===== src/rtl/core/assert_macros.svh =====
// ----------------------------------------------------------------------------
// Assertion macros
// Shared concurrent assertion wrappers, clocked on clock, disabled in reset.
// ----------------------------------------------------------------------------
`ifndef ASSERT_MACROS_SVH
`define ASSERT_MACROS_SVH

// check a property at every rising clock edge outside reset
`define ASSERT_CLK(label, prop, msg) \
   label: assert property (@(posedge clock) disable iff (reset) (prop)) else $error(msg);

// check that a condition never holds outside reset
`define ASSERT_NEVER(label, cond, msg) \
   label: assert property (@(posedge clock) disable iff (reset) !(cond)) else $error(msg);

`endif


===== src/rtl/core/ntt3_pkg.sv =====
// ----------------------------------------------------------------------------
// Neighbor table package
// Types and constants shared by the neighbor table, its channels and units.
// ----------------------------------------------------------------------------
package ntt3_pkg;

   localparam int ADDR_W = 16;
   localparam int STR_W  = 9;

   typedef logic [ADDR_W-1:0]        addr_type;
   typedef logic signed [STR_W-1:0]  str_type;

   typedef enum logic [1:0] {
      ST_UPDATED = 2'd0,
      ST_ADDED   = 2'd1,
      ST_FULL    = 2'd2,
      ST_IGNORED = 2'd3
   } status_type;

   typedef enum logic [1:0] {
      FSM_IDLE,
      FSM_WALK,
      FSM_APPEND,
      FSM_DONE
   } fsm_type;

   // one table slot as stored in the RAM
   typedef struct packed {
      addr_type addr;
      str_type  str;
   } slot_type;

   // one rank of the running top three
   typedef struct packed {
      logic     valid;
      addr_type addr;
      str_type  str;
   } rank_entry_type;

   // sequencer commands to the ranking unit
   typedef struct packed {
      logic     clear;
      logic     insert;
      addr_type addr;
      str_type  str;
   } rank_ctl_type;

endpackage


===== src/rtl/core/ntt3_intf.sv =====
// ----------------------------------------------------------------------------
// Neighbor table channels
// Valid/ready channels for observation words and result words.
// ----------------------------------------------------------------------------
interface ntt3_req_if;
   import ntt3_pkg::*;

   logic     valid;
   logic     ready;
   addr_type node_address;
   str_type  signal_strength;

   modport source (output valid, node_address, signal_strength, input ready);
   modport sink   (input valid, node_address, signal_strength, output ready);
endinterface

interface ntt3_rsp_if;
   import ntt3_pkg::*;

   logic       valid;
   logic       ready;
   status_type status;
   addr_type   first_address;
   str_type    first_strength;
   addr_type   second_address;
   str_type    second_strength;
   addr_type   third_address;
   str_type    third_strength;

   modport source (output valid, status, first_address, first_strength,
                   second_address, second_strength, third_address, third_strength,
                   input ready);
   modport sink   (input valid, status, first_address, first_strength,
                   second_address, second_strength, third_address, third_strength,
                   output ready);
endinterface


===== src/rtl/core/ntt3_ram.sv =====
// ----------------------------------------------------------------------------
// Generic RAM
// One write port, one read port, registered read data.
// ----------------------------------------------------------------------------
module ntt3_ram #(
   parameter int WIDTH = 8,
   parameter int DEPTH = 16
) (
   input  logic                     clock,
   input  logic                     wr_en,
   input  logic [$clog2(DEPTH)-1:0] wr_addr,
   input  logic [WIDTH-1:0]         wr_data,
   input  logic                     rd_en,
   input  logic [$clog2(DEPTH)-1:0] rd_addr,
   output logic [WIDTH-1:0]         rd_data
);

   logic [WIDTH-1:0] mem_ff [DEPTH];
   logic [WIDTH-1:0] rd_data_ff;

   always_ff @(posedge clock) begin
      if (wr_en) begin
         mem_ff[wr_addr] <= wr_data;
      end
      if (rd_en) begin
         rd_data_ff <= mem_ff[rd_addr];
      end
   end

   assign rd_data = rd_data_ff;

endmodule


===== src/rtl/core/ntt3_rank.sv =====
// ----------------------------------------------------------------------------
// Neighbor table ranking unit
// Keeps the three strongest entries seen since the last clear, one insert
// a cycle; a tie keeps the entry inserted first.
// ----------------------------------------------------------------------------
module ntt3_rank (
   input  logic                    clock,
   input  logic                    reset,
   input  ntt3_pkg::rank_ctl_type  ctl,
   output ntt3_pkg::rank_entry_type first,
   output ntt3_pkg::rank_entry_type second,
   output ntt3_pkg::rank_entry_type third
);
   import ntt3_pkg::*;

   rank_entry_type e1_ff, e2_ff, e3_ff;
   rank_entry_type e1_in, e2_in, e3_in;
   rank_entry_type cand;

   always_comb begin
      cand.valid = 1'b1;
      cand.addr  = ctl.addr;
      cand.str   = ctl.str;
      e1_in = e1_ff;
      e2_in = e2_ff;
      e3_in = e3_ff;
      if (ctl.clear) begin
         e1_in.valid = 1'b0;
         e2_in.valid = 1'b0;
         e3_in.valid = 1'b0;
      end else if (ctl.insert) begin
         if (!e1_ff.valid || (ctl.str > e1_ff.str)) begin
            e3_in = e2_ff;
            e2_in = e1_ff;
            e1_in = cand;
         end else if (!e2_ff.valid || (ctl.str > e2_ff.str)) begin
            e3_in = e2_ff;
            e2_in = cand;
         end else if (!e3_ff.valid || (ctl.str > e3_ff.str)) begin
            e3_in = cand;
         end
      end
   end

   always_ff @(posedge clock) begin
      if (reset) begin
         e1_ff.valid <= 1'b0;
         e2_ff.valid <= 1'b0;
         e3_ff.valid <= 1'b0;
      end else begin
         e1_ff.valid <= e1_in.valid;
         e2_ff.valid <= e2_in.valid;
         e3_ff.valid <= e3_in.valid;
      end
      e1_ff.addr <= e1_in.addr;
      e1_ff.str  <= e1_in.str;
      e2_ff.addr <= e2_in.addr;
      e2_ff.str  <= e2_in.str;
      e3_ff.addr <= e3_in.addr;
      e3_ff.str  <= e3_in.str;
   end

   assign first  = e1_ff;
   assign second = e2_ff;
   assign third  = e3_ff;

endmodule


===== src/rtl/core/neighbor_table_top3_rssi.sv =====
// ----------------------------------------------------------------------------
// Neighbor table, top three by RSSI
// Looks up or adds each observed neighbor and reports the three strongest.
// ----------------------------------------------------------------------------
//   channel   dir   handshake     word
//   req_port  in    valid/ready   node_address, signal_strength
//   rsp_port  out   valid/ready   status, first/second/third address+strength
//
// An observation walks fill slots, at most TABLE_DEPTH, where fill is the number
// of occupied slots, then passes through append and done: the walk reads one
// slot a cycle through the single read port of the slot RAM and feeds the
// ranking unit.
// Reset empties the table at once through the fill count; no RAM sweep.
// req_port.ready is high only while idle; a held result stalls the block.
// ----------------------------------------------------------------------------
`include "assert_macros.svh"

module neighbor_table_top3_rssi #(
   parameter int TABLE_DEPTH = 20
) (
   input logic        clock,
   input logic        reset,
   ntt3_req_if.sink   req_port,
   ntt3_rsp_if.source rsp_port
);
   import ntt3_pkg::*;

   localparam int IDXW = $clog2(TABLE_DEPTH);
   localparam int CNTW = $clog2(TABLE_DEPTH + 1);

   fsm_type          state_ff, state_in;
   addr_type         obs_addr_ff, obs_addr_in;
   str_type          obs_str_ff, obs_str_in;
   logic [CNTW-1:0]  iss_ff, iss_in;
   logic [CNTW-1:0]  fill_ff, fill_in;
   logic             vld_ff, vld_in;
   logic [IDXW-1:0]  cur_idx_ff, cur_idx_in;
   logic             found_ff, found_in;
   status_type       status_ff, status_in;

   logic             rd_en;
   logic             wr_en;
   logic [IDXW-1:0]  wr_addr;
   slot_type         wr_slot;
   slot_type         rd_slot;
   logic             issue;
   logic             match;
   rank_ctl_type     rank_ctl;
   rank_entry_type   r1, r2, r3;

   ntt3_ram #(
      .WIDTH ($bits(slot_type)),
      .DEPTH (TABLE_DEPTH)
   ) u_slot_ram (
      .clock   (clock),
      .wr_en   (wr_en),
      .wr_addr (wr_addr),
      .wr_data (wr_slot),
      .rd_en   (rd_en),
      .rd_addr (iss_ff[IDXW-1:0]),
      .rd_data (rd_slot)
   );

   ntt3_rank u_rank (
      .clock  (clock),
      .reset  (reset),
      .ctl    (rank_ctl),
      .first  (r1),
      .second (r2),
      .third  (r3)
   );

   assign issue = (iss_ff < fill_ff);
   assign match = (obs_addr_ff != '0) && (rd_slot.addr == obs_addr_ff);

   always_comb begin
      state_in    = state_ff;
      obs_addr_in = obs_addr_ff;
      obs_str_in  = obs_str_ff;
      iss_in      = iss_ff;
      fill_in     = fill_ff;
      vld_in      = 1'b0;
      cur_idx_in  = cur_idx_ff;
      found_in    = found_ff;
      status_in   = status_ff;
      rd_en       = 1'b0;
      wr_en       = 1'b0;
      wr_addr     = cur_idx_ff;
      wr_slot     = rd_slot;
      rank_ctl    = '0;
      req_port.ready = 1'b0;
      rsp_port.valid = 1'b0;

      case (state_ff)
         FSM_IDLE: begin
            req_port.ready = 1'b1;
            if (req_port.valid) begin
               obs_addr_in    = req_port.node_address;
               obs_str_in     = req_port.signal_strength;
               iss_in         = '0;
               found_in       = 1'b0;
               rank_ctl.clear = 1'b1;
               state_in       = FSM_WALK;
            end
         end
         FSM_WALK: begin
            // issue slot iss_ff, score the slot issued the cycle before
            if (issue) begin
               rd_en      = 1'b1;
               iss_in     = iss_ff + CNTW'(1);
               vld_in     = 1'b1;
               cur_idx_in = iss_ff[IDXW-1:0];
            end
            if (vld_ff) begin
               rank_ctl.insert = 1'b1;
               rank_ctl.addr   = rd_slot.addr;
               rank_ctl.str    = match ? obs_str_ff : rd_slot.str;
               if (match) begin
                  wr_en       = 1'b1;
                  wr_slot.str = obs_str_ff;
                  found_in    = 1'b1;
               end
            end
            if (!issue && !vld_ff) begin
               state_in = FSM_APPEND;
            end
         end
         FSM_APPEND: begin
            state_in = FSM_DONE;
            if (obs_addr_ff == '0) begin
               status_in = ST_IGNORED;
            end else if (found_ff) begin
               status_in = ST_UPDATED;
            end else if (fill_ff < CNTW'(TABLE_DEPTH)) begin
               // new neighbor goes in the first free slot, ranked last on ties
               wr_en           = 1'b1;
               wr_addr         = fill_ff[IDXW-1:0];
               wr_slot.addr    = obs_addr_ff;
               wr_slot.str     = obs_str_ff;
               fill_in         = fill_ff + CNTW'(1);
               rank_ctl.insert = 1'b1;
               rank_ctl.addr   = obs_addr_ff;
               rank_ctl.str    = obs_str_ff;
               status_in       = ST_ADDED;
            end else begin
               status_in = ST_FULL;
            end
         end
         FSM_DONE: begin
            rsp_port.valid = 1'b1;
            if (rsp_port.ready) begin
               state_in = FSM_IDLE;
            end
         end
         default: begin
            state_in = FSM_IDLE;
         end
      endcase
   end

   always_ff @(posedge clock) begin
      if (reset) begin
         state_ff <= FSM_IDLE;
         fill_ff  <= '0;
         vld_ff   <= 1'b0;
         iss_ff   <= '0;
         found_ff <= 1'b0;
      end else begin
         state_ff <= state_in;
         fill_ff  <= fill_in;
         vld_ff   <= vld_in;
         iss_ff   <= iss_in;
         found_ff <= found_in;
      end
      obs_addr_ff <= obs_addr_in;
      obs_str_ff  <= obs_str_in;
      cur_idx_ff  <= cur_idx_in;
      status_ff   <= status_in;
   end

   assign rsp_port.status          = status_ff;
   assign rsp_port.first_address   = r1.valid ? r1.addr : '0;
   assign rsp_port.first_strength  = r1.valid ? r1.str  : '0;
   assign rsp_port.second_address  = r2.valid ? r2.addr : '0;
   assign rsp_port.second_strength = r2.valid ? r2.str  : '0;
   assign rsp_port.third_address   = r3.valid ? r3.addr : '0;
   assign rsp_port.third_strength  = r3.valid ? r3.str  : '0;

   `ASSERT_CLK(a_fill_bound, fill_ff <= CNTW'(TABLE_DEPTH), "fill count beyond table depth")
   `ASSERT_CLK(a_fill_on_add, (fill_ff != $past(fill_ff)) |-> (rsp_port.valid && (status_ff == ST_ADDED)), "fill count moved without an add")
   `ASSERT_CLK(a_rank_order, (r2.valid && rsp_port.valid) |-> (r1.valid && (r1.str >= r2.str)), "ranks one and two out of order")
   `ASSERT_NEVER(a_busy_ready, req_port.ready && rsp_port.valid, "ready while a result is pending")

endmodule

===== src/flat_wrapper.sv =====
// flat-port wrapper written by rule: the top's interface ports become plain ports
module neighbor_table_top3_rssi_flat import ntt3_pkg::*;
#(
   parameter int TABLE_DEPTH = 20
)
  (clock, reset, req_port_valid, req_port_node_address, req_port_signal_strength, req_port_ready, rsp_port_valid, rsp_port_status, rsp_port_first_address, rsp_port_first_strength, rsp_port_second_address, rsp_port_second_strength, rsp_port_third_address, rsp_port_third_strength, rsp_port_ready);
  ntt3_req_if req_port_i ();
  ntt3_rsp_if rsp_port_i ();
  input logic clock;
  input logic reset;
  input wire logic [$bits(req_port_i.valid)-1:0] req_port_valid;
  input wire logic [$bits(req_port_i.node_address)-1:0] req_port_node_address;
  input wire logic [$bits(req_port_i.signal_strength)-1:0] req_port_signal_strength;
  output wire logic [$bits(req_port_i.ready)-1:0] req_port_ready;
  output wire logic [$bits(rsp_port_i.valid)-1:0] rsp_port_valid;
  output wire logic [$bits(rsp_port_i.status)-1:0] rsp_port_status;
  output wire logic [$bits(rsp_port_i.first_address)-1:0] rsp_port_first_address;
  output wire logic [$bits(rsp_port_i.first_strength)-1:0] rsp_port_first_strength;
  output wire logic [$bits(rsp_port_i.second_address)-1:0] rsp_port_second_address;
  output wire logic [$bits(rsp_port_i.second_strength)-1:0] rsp_port_second_strength;
  output wire logic [$bits(rsp_port_i.third_address)-1:0] rsp_port_third_address;
  output wire logic [$bits(rsp_port_i.third_strength)-1:0] rsp_port_third_strength;
  input wire logic [$bits(rsp_port_i.ready)-1:0] rsp_port_ready;
  assign req_port_i.valid = req_port_valid;
  assign req_port_i.node_address = req_port_node_address;
  assign req_port_i.signal_strength = req_port_signal_strength;
  assign req_port_ready = req_port_i.ready;
  assign rsp_port_valid = rsp_port_i.valid;
  assign rsp_port_status = rsp_port_i.status;
  assign rsp_port_first_address = rsp_port_i.first_address;
  assign rsp_port_first_strength = rsp_port_i.first_strength;
  assign rsp_port_second_address = rsp_port_i.second_address;
  assign rsp_port_second_strength = rsp_port_i.second_strength;
  assign rsp_port_third_address = rsp_port_i.third_address;
  assign rsp_port_third_strength = rsp_port_i.third_strength;
  assign rsp_port_i.ready = rsp_port_ready;
  neighbor_table_top3_rssi #(.TABLE_DEPTH(TABLE_DEPTH)) u_core (.clock(clock), .reset(reset), .req_port(req_port_i), .rsp_port(rsp_port_i));
endmodule

===== config.mk =====
export PLATFORM = sky130hd
export DESIGN_NAME = neighbor_table_top3_rssi_flat
export DESIGN_NICKNAME = d
export VERILOG_FILES = /design/src/rtl/core/ntt3_pkg.sv /design/src/rtl/core/ntt3_intf.sv /design/src/rtl/core/ntt3_ram.sv /design/src/rtl/core/ntt3_rank.sv /design/src/rtl/core/neighbor_table_top3_rssi.sv /design/src/flat_wrapper.sv
export VERILOG_INCLUDE_DIRS = /design/src /design/src/rtl/core
export SDC_FILE = /design/constraint.sdc
export NUM_CORES = 1
export LEC_CHECK = 0
export BUFFER_PORTS_ARGS = -buffer_cell sky130_fd_sc_hd__buf_4
export CAP_MARGIN = 5
export CORE_AREA = 2 2 293 237
export DETAILED_ROUTE_END_ITERATION = 16
export DIE_AREA = 0 0 295 239
export MAX_ROUTING_LAYER = met4
export PLACE_DENSITY_LB_ADDON = 0.25
export RECOVER_POWER = 50
export SETUP_SLACK_MARGIN = 0.2
export SLEW_MARGIN = 20
export SYNTH_ARGS = -nofsm -noshare
export SYNTH_HDL_FRONTEND = slang
export SYNTH_SLANG_ARGS = --single-unit

===== constraint.sdc =====
create_clock -name clock -period 5.9 [get_ports clock]
set_input_delay 1.475 -clock clock [delete_from_list [all_inputs] [get_ports clock]]
set_output_delay 1.475 -clock clock [all_outputs]
set_load 0.05 [all_outputs]

==> out/summary.txt <==
Number of antenna violations at the first check in global routing - 0
Starting Density - 39.42%
Number of enable-type register cells in the synthesized netlist - 632
CTS Root Cell - sky130_fd_sc_hd__clkbuf_16
Worst setup SP type - flip-flop
Clock transition at path regs - 0.07 ns
Area Overhead vs Synth - 14.62%
Drt initial violations - 1303
Number of standard cells after synthesis - 1408
Setup crit start - u_core.obs_addr_ff[11]
Max-capacitance violation count - 8
Number of antenna diodes - 0
Fraction of post-synthesis cell area in the top cell type by area - 70.91%
Number of I/O port buffers - 107
Number of sinks driven by the clock tree - 649
Multiplexer area fraction after synthesis - 16.04%
Share of cells above drive strength 1 - 27.91%
Share of the clock period used by the worst path after layout - 89.66%
Worst hold slack across all endpoints - 0.4947 ns
Clk buf depth - 3
Routed wire per std cell - 24.72 um
Power density cells - 353.2 nW/um2
Complex-gate fraction of the synthesized area - 2.697%
Pins Over Slew Limit - 244
Maximum achievable frequency - 189.0 MHz
Global routing usage summed across all routing layers - 18.35%
Yosys reg bits - 649
Critical path peak fanout - 25
Synthesized net count - 1474
Origin of the critical flop-to-flop path - u_core.obs_addr_ff[11]
Share of synthesized flip-flops with an asynchronous set or reset - 0%
Area of the die - 70510 um2
Post-CTS setup buffer count - 0
Number of global-route vias before repair - 13990
Least-Margin Pin Slew - 2.799 ns
Most instantiated flip-flop cell in the synthesis netlist - sky130_fd_sc_hd__edfxtp_1
Filler cell count in the final layout - 5830
Post-synthesis adder-cell area fraction - 1.730%
Quantity of gates resized following cts - 0
Cell type group with the largest total delay on the critical path - compound AO/OA/AOI/OAI gates
Average vias per placed instance - 5.359
Endpoints failing setup - 0
Iteration count of the initial detailed-routing pass - 5
Delay of the slowest cell on the worst path - 0.55 ns
Distinct cell type count after synthesis - 57
Cell type with the highest aggregate area in the netlist - sky130_fd_sc_hd__edfxtp_1
First-pass GRT wire length - 91760 um
Period minus WS final - 5.290 ns
Hold_sp - u_core.fill_ff[2]
Overall overflow remaining after global route - 0
Yosys warning total - 0
Slack of the worst reg-to-reg path - 0.61 ns
Standard-cell rows - 86
Result of the run - finished, violations left
Core area - 67900 um2
Cell types occupying the most area after synthesis - sky130_fd_sc_hd__edfxtp_1 71%, sky130_fd_sc_hd__mux4_2 13%, sky130_fd_sc_hd__mux2_2 3.2%
Normalized max-slew margin - -86.57%
Combined area of all synthesized cells - 26770 um2
Number of placed I/O pins - 108
Total wire length - 62070 um
Drc violations - 0
CTS tree - built
Violated checks - max-capacitance violations, max-slew violations
Main combinational cell family by area after synthesis - multiplexers
Leakage dissipation - 9.880 nW
Kind of capture point of the worst setup path - flip-flop
Share of synthesized area occupied by flip-flops and latches - 72.18%
Clock Latency Late Sink - 0.62 ns
Basic-gate share of the synthesized area counting and, or, nand and nor cells - 5.016%
Vert. Die Dim - 239 um
Critical path's slowest cell - sky130_fd_sc_hd__o2bb2ai_1
Worst path bufs/invs - 3
Total number of H-tree levels - 2
Maximum number of pins on one net before global-route repair - 72
Most Frequent Cell on Critical Path - sky130_fd_sc_hd__buf_4
Final sum of negative setup slack - 0 ns
Largest clock skew in the final design - 0.02167 ns
Via count of the routed design - 13460
Setup repair after global routing missed its margin - no
Final hold vios - 0
Post-CTS Hold Fix Bufs - 0
VDD IR-drop max - 0.2387 mV
Data arrival time of the critical path - 5.62 ns
Residual antenna-violating net count after detailed routing - 0
Average instance area after synthesis - 19.01 um2
Final HPWL DP - 36790 um
Xor and xnor fraction of the mapped netlist area - 0.6217%
# nets final - 1609
Ordered cell list for the critical path - nor4_1 > nand4_1 > nand3_1 > nor2_1 > clkbuf_1 > o2bb2ai_1 > ha_1 > a21o_1 > a211o_1 > a2111oi_2 > o221a_2 > o311ai_4 > buf_4 > o311a_1 > buf_4
Final RePlAce weighted congestion - 0.8492
Path category of the worst min-delay check - reg -> reg
Category of the most critical setup path - reg -> reg
Number of buffers inserted during clock tree synthesis - 60
Die outline width - 295 um
Data required, critical path - 6.23 ns
-- flip-flops by register name, summed over array words and instances (netlist names) --
| name | cells |
|---|---|
| u_core.u_slot_ram.rd_data | 25 |
| u_core.fill_ff | 5 |
| u_core.obs_addr_ff | 16 |
| u_core.cur_idx_ff | 5 |
| u_core.u_rank.third | 26 |
| u_core.vld_ff | 1 |
| u_core.iss_ff | 5 |
| u_core.u_rank.second | 26 |
| u_core.rsp_port.status | 2 |
| u_core.state_ff | 2 |
| u_core.obs_str_ff | 9 |
| u_core.u_slot_ram.mem_ff | 500 |
| u_core.found_ff | 1 |
| u_core.u_rank.first | 26 |
-- final cells by class --
class / count / area, um2 / area share, %
clock buffers: 77 / 1585 / 5.167
clock inverters: 29 / 300.3 / 0.9788
inverters: 40 / 150.1 / 0.4894
multi-input cells: 650 / 7133 / 23.25
flip-flops and latches: 649 / 19320 / 62.97
well taps: 924 / 1156 / 3.769
repair buffers: 142 / 1035 / 3.373
-- synthesized netlist by cell type (7+ instances only) --
cell type and n:
sky130_fd_sc_hd__xor2_1 16, sky130_fd_sc_hd__edfxtp_1 632, sky130_fd_sc_hd__inv_1 39, sky130_fd_sc_hd__a22o_1 8, sky130_fd_sc_hd__o2bb2ai_1 8, sky130_fd_sc_hd__mux2_2 75
sky130_fd_sc_hd__a21oi_1 27, sky130_fd_sc_hd__a31oi_1 7, sky130_fd_sc_hd__nand2_1 88, sky130_fd_sc_hd__clkbuf_1 40, sky130_fd_sc_hd__buf_2 19, sky130_fd_sc_hd__mux4_2 150
sky130_fd_sc_hd__dfxtp_1 17, sky130_fd_sc_hd__nor2_1 33, sky130_fd_sc_hd__nor3_1 10, sky130_fd_sc_hd__nand3_1 15, sky130_fd_sc_hd__and2_1 77, sky130_fd_sc_hd__ha_1 37
sky130_fd_sc_hd__a21o_1 11, sky130_fd_sc_hd__nor4_1 18
-- per-stage QoR --
step	util (%)	cell area [um2]	setup WS, ns	cells	total power, mW
floorplan	-	26770	1.107	1408	6.667
global placement	42.50	28860	0.9482	2403	7.113
detailed placement	42.50	28860	0.8152	2403	7.169
CTS	45.28	30740	0.7439	2509	10.93
global route	45.18	30680	0.3084	2511	11.25
finish	45.18	30680	0.6098	2511	10.84
-- worst paths after layout --
kind	endpoint	cells past startpoint
worst min register to register	u_core.fill_ff[4]	2
worst min-delay path	u_core.fill_ff[4]	2
worst max register to register	u_core.u_rank.third[2]	15
worst max-delay path	u_core.u_rank.third[2]	15
-- power by group --
group	switching [mW]	internal, mW
clock network	1.67	2.11
registers	0.0971	5.65
logic	0.990	0.321
total	2.76	8.08
-- cell usage in the layout, fill, tap and decap left out, types with 12 or more instances in the layout --
master                        n
sky130_fd_sc_hd__xor2_1      16
sky130_fd_sc_hd__clkbuf_1    34
sky130_fd_sc_hd__mux2_2      61
sky130_fd_sc_hd__nor2_1      20
sky130_fd_sc_hd__edfxtp_1   632
sky130_fd_sc_hd__and2_0      19
sky130_fd_sc_hd__mux4_2     150
sky130_fd_sc_hd__dfxtp_1     17
sky130_fd_sc_hd__a21oi_1     27
sky130_fd_sc_hd__clkbuf_16   60
sky130_fd_sc_hd__and2_1      58
sky130_fd_sc_hd__mux2_1      15
sky130_fd_sc_hd__nand3_1     15
sky130_fd_sc_hd__inv_1       39
sky130_fd_sc_hd__nand2_1     88
sky130_fd_sc_hd__ha_1        37
sky130_fd_sc_hd__buf_4      102
sky130_fd_sc_hd__clkbuf_4    16
sky130_fd_sc_hd__nor2_4      12
-- routing by layer --
layer,wire length (um),vias to the layer above,global-route usage [%]
met1,27510,7139,25.09
met5,0,-,-
li1,-,5913,-
met4,1091,0,3.803
met3,3093,86,2.910
met2,30380,318,29.28
-- kinds of logic (layout without fill, tap and decap cells) --
| group | after synthesis | after routing |
|---|---|---|
| flip-flops | 649 | 649 |
| AO/OA/AOI/OAI | 95 | 95 |
| multiplexers | 232 | 232 |
| adder cells (fa/ha/maj) | 37 | 37 |
| buffers and inverters | 109 | 288 |
| AND/OR/NAND/NOR | 267 | 267 |
| XOR/XNOR | 19 | 19 |
-- tightest hold or removal path, cell delays in order (launching register included) --
cell and delay (ns):
sky130_fd_sc_hd__dfxtp_1 0.32, sky130_fd_sc_hd__nand4_1 0.07, sky130_fd_sc_hd__a21oi_1 0.06
(Power assumes the default switching activity.)
